File: config.mk
export PLATFORM = sky130hd
export DESIGN_NAME = rgb_to_hsv_convert_flat
export DESIGN_NICKNAME = d
export VERILOG_FILES = /design/src/design/hsv_pkg.sv /design/src/design/hsv_rgb_if.sv /design/src/design/hsv_res_if.sv /design/src/design/hsv_div.sv /design/src/design/rgb_to_hsv_convert.sv /design/src/flat_wrapper.sv
export SDC_FILE = /design/constraint.sdc
export NUM_CORES = 2
export LEC_CHECK = 0
export ABC_AREA = 1
export BUFFER_PORTS_ARGS = -buffer_cell sky130_fd_sc_hd__buf_2
export CAP_MARGIN = 20
export CORE_UTILIZATION = 50
export DETAILED_ROUTE_END_ITERATION = 8
export PLACE_DENSITY = 0.64
export SETUP_SLACK_MARGIN = 0.3
export SYNTH_ARGS = -nofsm -noshare
export SYNTH_HDL_FRONTEND = slang
export SYNTH_SLANG_ARGS = --single-unit
File: constraint.sdc
create_clock -name clk -period 44.6 [get_ports clk]
set_input_delay 8.92 -clock clk [delete_from_list [all_inputs] [get_ports clk]]
set_output_delay 8.92 -clock clk [all_outputs]
set_load 0.05 [all_outputs]
File: src/design/hsv_pkg.sv
// hsv_pkg: field widths shared by the RGB to HSV converter and its channel interfaces.
// No dependencies.
package hsv_pkg;

	localparam int RGB_W = 8;	// one colour channel
	localparam int HUE_W = 15;	// hue field
	localparam int SAT_W = 15;	// saturation field
	localparam int VAL_W = 8;	// value field

	typedef logic [RGB_W-1:0] chan_t;
	typedef logic [HUE_W-1:0] hue_t;
	typedef logic [SAT_W-1:0] sat_t;
	typedef logic [VAL_W-1:0] val_t;

endpackage

File: src/design/hsv_rgb_if.sv
// hsv_rgb_if: valid/ready channel carrying one RGB pixel request.
// Depends on hsv_pkg.
interface hsv_rgb_if;
	import hsv_pkg::*;

	logic  valid;
	logic  ready;
	chan_t red;
	chan_t green;
	chan_t blue;

	modport source (output valid, output red, output green, output blue, input ready);
	modport sink   (input valid, input red, input green, input blue, output ready);

endinterface

File: src/design/hsv_res_if.sv
// hsv_res_if: valid/ready channel carrying one HSV result request.
// Depends on hsv_pkg.
interface hsv_res_if;
	import hsv_pkg::*;

	logic valid;
	logic ready;
	hue_t hue;
	sat_t saturation;
	val_t value_level;

	modport source (output valid, output hue, output saturation, output value_level,
		input ready);
	modport sink   (input valid, input hue, input saturation, input value_level,
		output ready);

endinterface

File: src/design/hsv_div.sv
// hsv_div: pipelined restoring divider, one quotient bit per register stage.
// Standalone; the quotient must be known to fit in QUO_W bits.
module hsv_div #(
	parameter int NUM_W = 24,
	parameter int DEN_W = 8,
	parameter int QUO_W = 16
) (
	input  logic             clk,
	input  logic             en,
	input  logic [NUM_W-1:0] num,
	input  logic [DEN_W-1:0] den,
	output logic [QUO_W-1:0] quo,
	output logic             rem_nz
);

	localparam int CW = (NUM_W > DEN_W + QUO_W) ? NUM_W : DEN_W + QUO_W;

	logic [NUM_W-1:0] rem_s [0:QUO_W];
	logic [DEN_W-1:0] den_s [0:QUO_W];
	logic [QUO_W-1:0] quo_s [0:QUO_W];

	assign rem_s[0] = num;
	assign den_s[0] = den;
	assign quo_s[0] = '0;

	for (genvar i = 0; i < QUO_W; i++) begin : g_stage
		localparam int K = QUO_W - 1 - i;
		logic [CW-1:0] trial;
		logic [CW-1:0] rem_ext;
		logic          fits;

		assign trial   = CW'(den_s[i]) << K;
		assign rem_ext = CW'(rem_s[i]);
		assign fits    = rem_ext >= trial;

		always_ff @(posedge clk) begin
			if (en) begin
				den_s[i+1] <= den_s[i];
				rem_s[i+1] <= fits ? NUM_W'(rem_ext - trial) : rem_s[i];
				quo_s[i+1] <= {quo_s[i][QUO_W-2:0], fits};
			end
		end
	end

	assign quo    = quo_s[QUO_W];
	assign rem_nz = |rem_s[QUO_W];

endmodule

File: src/design/rgb_to_hsv_convert.sv
// rgb_to_hsv_convert: streaming 8-bit RGB to fixed-point HSV converter, top level.
// Depends on hsv_pkg, hsv_rgb_if, hsv_res_if and hsv_div.
//
// Usage
//   pixel  : sink channel, one RGB pixel per request (red, green, blue bytes).
//   result : source channel, one HSV request per pixel, in input order.
//            hue in 2^-HUE_FRAC_BITS degree units in [0, 360 deg),
//            saturation as percent with SAT_FRAC_BITS fraction bits,
//            value_level as the largest channel.
//   Pipeline: a pixel passes the stage 1 register, the divider stages and the output
//   register, in that order; QW is the wider of the two quotient widths.
//   Throughput: one pixel per clock unless stalled; both divisions run through hsv_div,
//   which settles one quotient bit per pipeline stage, so the stage count follows QW.
//   Reset (arst_n low) empties the pipeline: all valid bits clear. pixel.ready is
//   already high while reset is held, as the output register is empty; requests
//   are taken from the first rising edge after release.
//   Stall: when result.valid is high and result.ready low, the whole pipeline
//   holds and pixel.ready drops; nothing is lost or repeated. Requests already in
//   flight keep moving up to the output register while it is empty.
module rgb_to_hsv_convert #(
	parameter int HUE_FRAC_BITS = 6,
	parameter int SAT_FRAC_BITS = 8
) (
	input  logic      clk,
	input  logic      arst_n,
	hsv_rgb_if.sink   pixel,
	hsv_res_if.source result
);
	import hsv_pkg::*;

	localparam int HSCALE  = 1 << HUE_FRAC_BITS;
	localparam int HUE_MUL = 60 * HSCALE;
	localparam int SAT_MUL = 100 << SAT_FRAC_BITS;
	localparam int HUE_QW  = $clog2(HUE_MUL + 1);
	localparam int SAT_QW  = $clog2(SAT_MUL + 1);
	localparam int QW      = (HUE_QW > SAT_QW) ? HUE_QW : SAT_QW;
	localparam int HNUM_W  = $clog2(HUE_MUL * 255 + 1);
	localparam int SNUM_W  = $clog2(SAT_MUL * 255 + 1);
	// signed width holding -60 deg .. +360 deg in hue units
	localparam int HSW     = $clog2(360 * HSCALE + 1) + 1;

	// which channel is the maximum; ties go red, then green
	typedef enum logic [1:0] {
		SECT_RED,
		SECT_GREEN,
		SECT_BLUE
	} sect_t;

	// what travels alongside the dividers
	typedef struct packed {
		val_t  val;
		logic  zero;	// grey pixel: hue and saturation forced to 0
		logic  neg;	// hue difference is negative
		sect_t sect;
	} side_t;

	// global advance: the output register is free or being emptied
	logic en;

	// ---- stage 1: max/min, delta, hue difference, scaled numerators ----
	chan_t mx, mn, dlt, pos_c, neg_c, absd;
	sect_t sect;
	logic  dneg;

	always_comb begin
		mx = (pixel.red >= pixel.green) ? pixel.red : pixel.green;
		if (pixel.blue > mx) mx = pixel.blue;
		mn = (pixel.red <= pixel.green) ? pixel.red : pixel.green;
		if (pixel.blue < mn) mn = pixel.blue;
		dlt = mx - mn;

		// difference terms per sector: (g - b), (b - r), (r - g)
		if (pixel.red == mx) begin
			sect  = SECT_RED;
			pos_c = pixel.green;
			neg_c = pixel.blue;
		end else if (pixel.green == mx) begin
			sect  = SECT_GREEN;
			pos_c = pixel.blue;
			neg_c = pixel.red;
		end else begin
			sect  = SECT_BLUE;
			pos_c = pixel.red;
			neg_c = pixel.green;
		end
		dneg = pos_c < neg_c;
		absd = dneg ? (neg_c - pos_c) : (pos_c - neg_c);
	end

	logic              v_s1;
	logic [HNUM_W-1:0] hnum_s1;
	logic [SNUM_W-1:0] snum_s1;
	chan_t             delta_s1;
	chan_t             max_s1;
	side_t             side_s1;

	always_ff @(posedge clk or negedge arst_n) begin
		if (!arst_n) begin
			v_s1 <= 1'b0;
		end else if (en) begin
			v_s1 <= pixel.valid;
		end
	end

	always_ff @(posedge clk) begin
		if (en) begin
			hnum_s1  <= HNUM_W'(absd) * HNUM_W'(HUE_MUL);
			snum_s1  <= SNUM_W'(dlt) * SNUM_W'(SAT_MUL);
			delta_s1 <= dlt;
			max_s1   <= mx;
			side_s1  <= '{val: VAL_W'(mx), zero: (dlt == '0), neg: dneg, sect: sect};
		end
	end

	// ---- divider stages ----
	logic [QW-1:0] hue_quo, sat_quo;
	logic          hue_nz;

	hsv_div #(
		.NUM_W (HNUM_W),
		.DEN_W (RGB_W),
		.QUO_W (QW)
	) u_hue_div (
		.clk    (clk),
		.en     (en),
		.num    (hnum_s1),
		.den    (delta_s1),
		.quo    (hue_quo),
		.rem_nz (hue_nz)
	);

	hsv_div #(
		.NUM_W (SNUM_W),
		.DEN_W (RGB_W),
		.QUO_W (QW)
	) u_sat_div (
		.clk    (clk),
		.en     (en),
		.num    (snum_s1),
		.den    (max_s1),
		.quo    (sat_quo),
		.rem_nz ()
	);

	// sideband and valid line matching the divider depth
	logic  vld_line [0:QW-1];
	side_t sb_line  [0:QW-1];

	always_ff @(posedge clk or negedge arst_n) begin
		if (!arst_n) begin
			for (int j = 0; j < QW; j++) vld_line[j] <= 1'b0;
		end else if (en) begin
			vld_line[0] <= v_s1;
			for (int j = 1; j < QW; j++) vld_line[j] <= vld_line[j-1];
		end
	end

	always_ff @(posedge clk) begin
		if (en) begin
			sb_line[0] <= side_s1;
			for (int j = 1; j < QW; j++) sb_line[j] <= sb_line[j-1];
		end
	end

	// ---- final stage: sector offset, floor of negative part, wrap ----
	side_t                side_f;
	logic signed [HSW-1:0] base, frac, hsum, hwrap;

	assign side_f = sb_line[QW-1];

	always_comb begin
		unique case (side_f.sect)
			SECT_RED:   base = '0;
			SECT_GREEN: base = HSW'(120 * HSCALE);
			SECT_BLUE:  base = HSW'(240 * HSCALE);
			default:    base = '0;
		endcase
		// floor(-a/d) = -(q + (rem != 0))
		frac  = side_f.neg ? -(HSW'(hue_quo) + HSW'(hue_nz)) : HSW'(hue_quo);
		hsum  = base + frac;
		hwrap = hsum[HSW-1] ? hsum + HSW'(360 * HSCALE) : hsum;
	end

	logic res_valid_q;
	hue_t hue_q;
	sat_t sat_q;
	val_t val_q;

	always_ff @(posedge clk or negedge arst_n) begin
		if (!arst_n) begin
			res_valid_q <= 1'b0;
		end else if (en) begin
			res_valid_q <= vld_line[QW-1];
		end
	end

	always_ff @(posedge clk) begin
		if (en) begin
			hue_q <= side_f.zero ? '0 : HUE_W'(hwrap);
			sat_q <= side_f.zero ? '0 : SAT_W'(sat_quo);
			val_q <= side_f.val;
		end
	end

	assign en                 = !res_valid_q || result.ready;
	assign pixel.ready        = en;
	assign result.valid       = res_valid_q;
	assign result.hue         = hue_q;
	assign result.saturation  = sat_q;
	assign result.value_level = val_q;

	// ---- checks ----
	a_enter: assert property (@(posedge clk) disable iff (!arst_n)
		(pixel.valid && pixel.ready) |=> v_s1)
		else $error("accepted pixel did not reach stage 1");

	a_stall_hold: assert property (@(posedge clk) disable iff (!arst_n)
		!en |=> $stable(v_s1) && $stable(vld_line[QW-1]))
		else $error("pipeline moved during a stall");

	a_grey: assert property (@(posedge clk) disable iff (!arst_n)
		(en && vld_line[QW-1] && side_f.zero) |=>
		(result.hue == '0 && result.saturation == '0))
		else $error("grey pixel gave non-zero hue or saturation");

	a_value: assert property (@(posedge clk) disable iff (!arst_n)
		(en && vld_line[QW-1]) |=>
		(result.valid && result.value_level == $past(side_f.val)))
		else $error("result lost or value_level mismatched");

endmodule

File: src/flat_wrapper.sv
// flat-port wrapper written by rule: the top's interface ports become plain ports
module rgb_to_hsv_convert_flat import hsv_pkg::*;
#(
	parameter int HUE_FRAC_BITS = 6,
	parameter int SAT_FRAC_BITS = 8
)
  (clk, arst_n, pixel_valid, pixel_red, pixel_green, pixel_blue, pixel_ready, result_valid, result_hue, result_saturation, result_value_level, result_ready);
  hsv_rgb_if pixel_i ();
  hsv_res_if result_i ();
  input  logic clk;
  input  logic arst_n;
  input wire logic [$bits(pixel_i.valid)-1:0] pixel_valid;
  input wire logic [$bits(pixel_i.red)-1:0] pixel_red;
  input wire logic [$bits(pixel_i.green)-1:0] pixel_green;
  input wire logic [$bits(pixel_i.blue)-1:0] pixel_blue;
  output wire logic [$bits(pixel_i.ready)-1:0] pixel_ready;
  output wire logic [$bits(result_i.valid)-1:0] result_valid;
  output wire logic [$bits(result_i.hue)-1:0] result_hue;
  output wire logic [$bits(result_i.saturation)-1:0] result_saturation;
  output wire logic [$bits(result_i.value_level)-1:0] result_value_level;
  input wire logic [$bits(result_i.ready)-1:0] result_ready;
  assign pixel_i.valid = pixel_valid;
  assign pixel_i.red = pixel_red;
  assign pixel_i.green = pixel_green;
  assign pixel_i.blue = pixel_blue;
  assign pixel_ready = pixel_i.ready;
  assign result_valid = result_i.valid;
  assign result_hue = result_i.hue;
  assign result_saturation = result_i.saturation;
  assign result_value_level = result_i.value_level;
  assign result_i.ready = result_ready;
  rgb_to_hsv_convert #(.HUE_FRAC_BITS(HUE_FRAC_BITS), .SAT_FRAC_BITS(SAT_FRAC_BITS)) u_core (.clk(clk), .arst_n(arst_n), .pixel(pixel_i), .result(result_i));
endmodule
==> results.toml <==
[run_status]
outcome = "finished clean"

[worst_setup_path]
worstPathArrival_ps = 9660
worstSetupPathType = "in -> out"
crit_top_cell = "buf_2"
setup.worst_path.start_class = "input port"
path_depth = 4
path_buf_inv = 3
slowest_stage = "buf_2"
rrSetupSlack_ps = 39330
worstRegToRegCells = 7
critPathMaxStageDelay_ps = 340
crit_family = "buffers and inverters"
worstPathRequired_ps = 35680
end_kind = "output pin"
path_cells = "buf_2 > inv_1 > nand2_4 > buf_2"
path_max_fanout = 26

[clock_tree]
cts.clk_slew.worst_paths_ps = 60
clkSinkCount = 1063
htreeDepth = 3
cts_hold_buf = 0
cts_tree = "built"
cts_resized = 0
numCtsBuffers = 107
worstSkewPairLatency_ps = 680
post_cts_buffers = 0
clockBufferDepth = 3
clockRootBuffer = "clkbuf_16"

[sta]
rsz0062_at_grt = "no"
clock.fmax_ghz = 0.0538
max-slew-margin-rel_pct = 32.1
period_needed_ps = 18580
tns_ps = 0
finClkSkew_ps = 27.5
finalHoldViolations = 0
maxSlewViolCount = 0
min_period_over_period_pct = 41.7
tightest_slew_ps = 1010
setup_viol = 0

[finish]
area_growth_pct = 10.2
drive_gt1_share_pct = 7.40
finalNetCount = 5531
fillers = 9074
antennaDiodeCount = 0

[synthesis]
synth_fp_nets = 5393
synth_edf_count = 1046
syn_area_per_cell_um2 = 11.0
synth.area.top_cells = "edfxtp_1 58%, ha_1 8.2%, nand2_1 5.3%, inv_1 4.9%, xor2_1 3.5%"
synth_cells = 4964
yosysSeqAreaShare_pct = 58.5
yosysWarnings = 0
synth_area_leader_cell = "edfxtp_1"
synthTopCellsByCount = "1046 x edfxtp_1, 772 x nand2_1, 712 x inv_1"
ys_ff_latch = 1063
async_reset_ff_share_pct = 1.60
synth-main-ff-cell = "edfxtp_1"
synth_top_area_share_pct = 57.7
syn-cell-area_um2 = 54400
yosysUniqueCellTypes = 66
synth_most_common_cell = "edfxtp_1"

[detailed_routing]
wirelength_um = 95100
first_pass_iters = 8
wire_per_inst_um = 14.4
drtIter0Drc = 1800
vias = 33400
vias_per_cell = 5.06
remaining_drc_errors = 0
postRouteAntennaNets = 0

[global_route]
antenna_found_initial = 1
grt_usage_pct = 17.5
grt_pass1_vias = 32900
grt_max_degree = 197
grt_pass1_wl_um = 158000
grt_overflow = 0

[floorplanning]
core_um2 = 108000
io_pins = 68
rows = 120
start_util_pct = 50.6
fp.dieW_um = 332
fp.dieH_um = 332
die_area_um2 = 110000

[flow_run]
drv_cap = 0

[placement]
gp_congestion = 0.879
dp_hpwl_um = 71200
portBuffers = 67

[hold_path]
worst_hold_path.num_cells = 0
hold_path_class = "reg -> reg"
==> cell type report <==
class                   count  area [um^2]  area share (%)
clock inverters            67          713            1.19
clock buffers             130         2880            4.80
multi-input cells        3115        19600            32.6
inverters                 730         2740            4.57
flip-flops and latches   1063        31800            53.1
well taps                1403         1760            2.93
repair buffers             85          503           0.839
==> path summary, 6_finish.rpt <==
check                                           start                          to
min in group asynchronous                      arst_n         u_core.result.valid
max in group asynchronous                      arst_n         u_core.vld_line[14]
hold / removal             u_core.u_sat_div.quo_s[48]  u_core.u_sat_div.quo_s[34]
hold reg to reg            u_core.u_sat_div.quo_s[48]  u_core.u_sat_div.quo_s[34]
setup reg to reg                  u_core.result.valid       u_core.sb_line[1][82]
setup / recovery                         result_ready                 pixel_ready
==> metrics by stage <==
stage	cell area (um^2)	hold slack, ps	cells	util, %	setup WS (ps)
after floorplan	54400	400	4964	-	13300
after global placement	56400	401	6394	52.4	25990
after detailed placement	56400	405	6394	52.4	26000
after CTS	59900	410	6591	55.8	26000
after global routing	60000	411	6593	55.8	25960
final	60000	407	6593	55.8	26020
==> sequential cells by signal (all words and copies together), names as in the netlist, 20 cells and up <==
| name | count |
|---|---|
| u_core.u_sat_div.g_stage.rem_ext | 218 |
| u_core.u_hue_div.g_stage.rem_ext | 196 |
| u_core.u_hue_div.den_s | 112 |
| u_core.u_hue_div.quo_s | 105 |
| u_core.u_sat_div.quo_s | 105 |
| u_core.u_sat_div.den_s | 98 |
| u_core.sb_line | 82 |
| u_core.u_hue_div.rem_s | 20 |
==> layer usage <==
metal,track usage [%],wire [um]
met2,32.0,48300
met3,2.34,2740
met1,20.7,40800
met5,0,0
met4,6.76,3270
==> cell usage in the layout, fill, tap and decap left out, drive strengths merged, types with 7 or more instances in the layout <==
master / count
o211ai: 9
o31ai: 9
o21a: 7
nor2: 465
edfxtp: 1046
nor4: 26
mux2: 7
nor3: 67
o21bai: 7
a21oi: 291
inv: 731
buf: 85
a31oi: 13
nand4: 62
clkinv: 47
fa: 46
clkbuf: 130
or2: 23
o21ai: 305
nand2: 800
a21o: 14
xnor2: 115
bufinv: 14
nand3: 209
ha: 355
xor2: 220
a211oi: 18
dfrtp: 17
==> kinds of logic (layout without fill, tap and decap cells) <==
logic type	after synthesis	in the layout	synth area share, %
simple gates	1668	1668	13.5
mux	9	9	0.182
fa+ha+maj	401	401	9.85
buf+inv	786	1012	5.60
flops	1063	1063	58.5
compound gates	702	702	7.00
xor+xnor	335	335	5.39
Power is left out: the tool's default activity adds up to more than one toggle a clock period on the data nets, which glitch-free logic cannot reach.
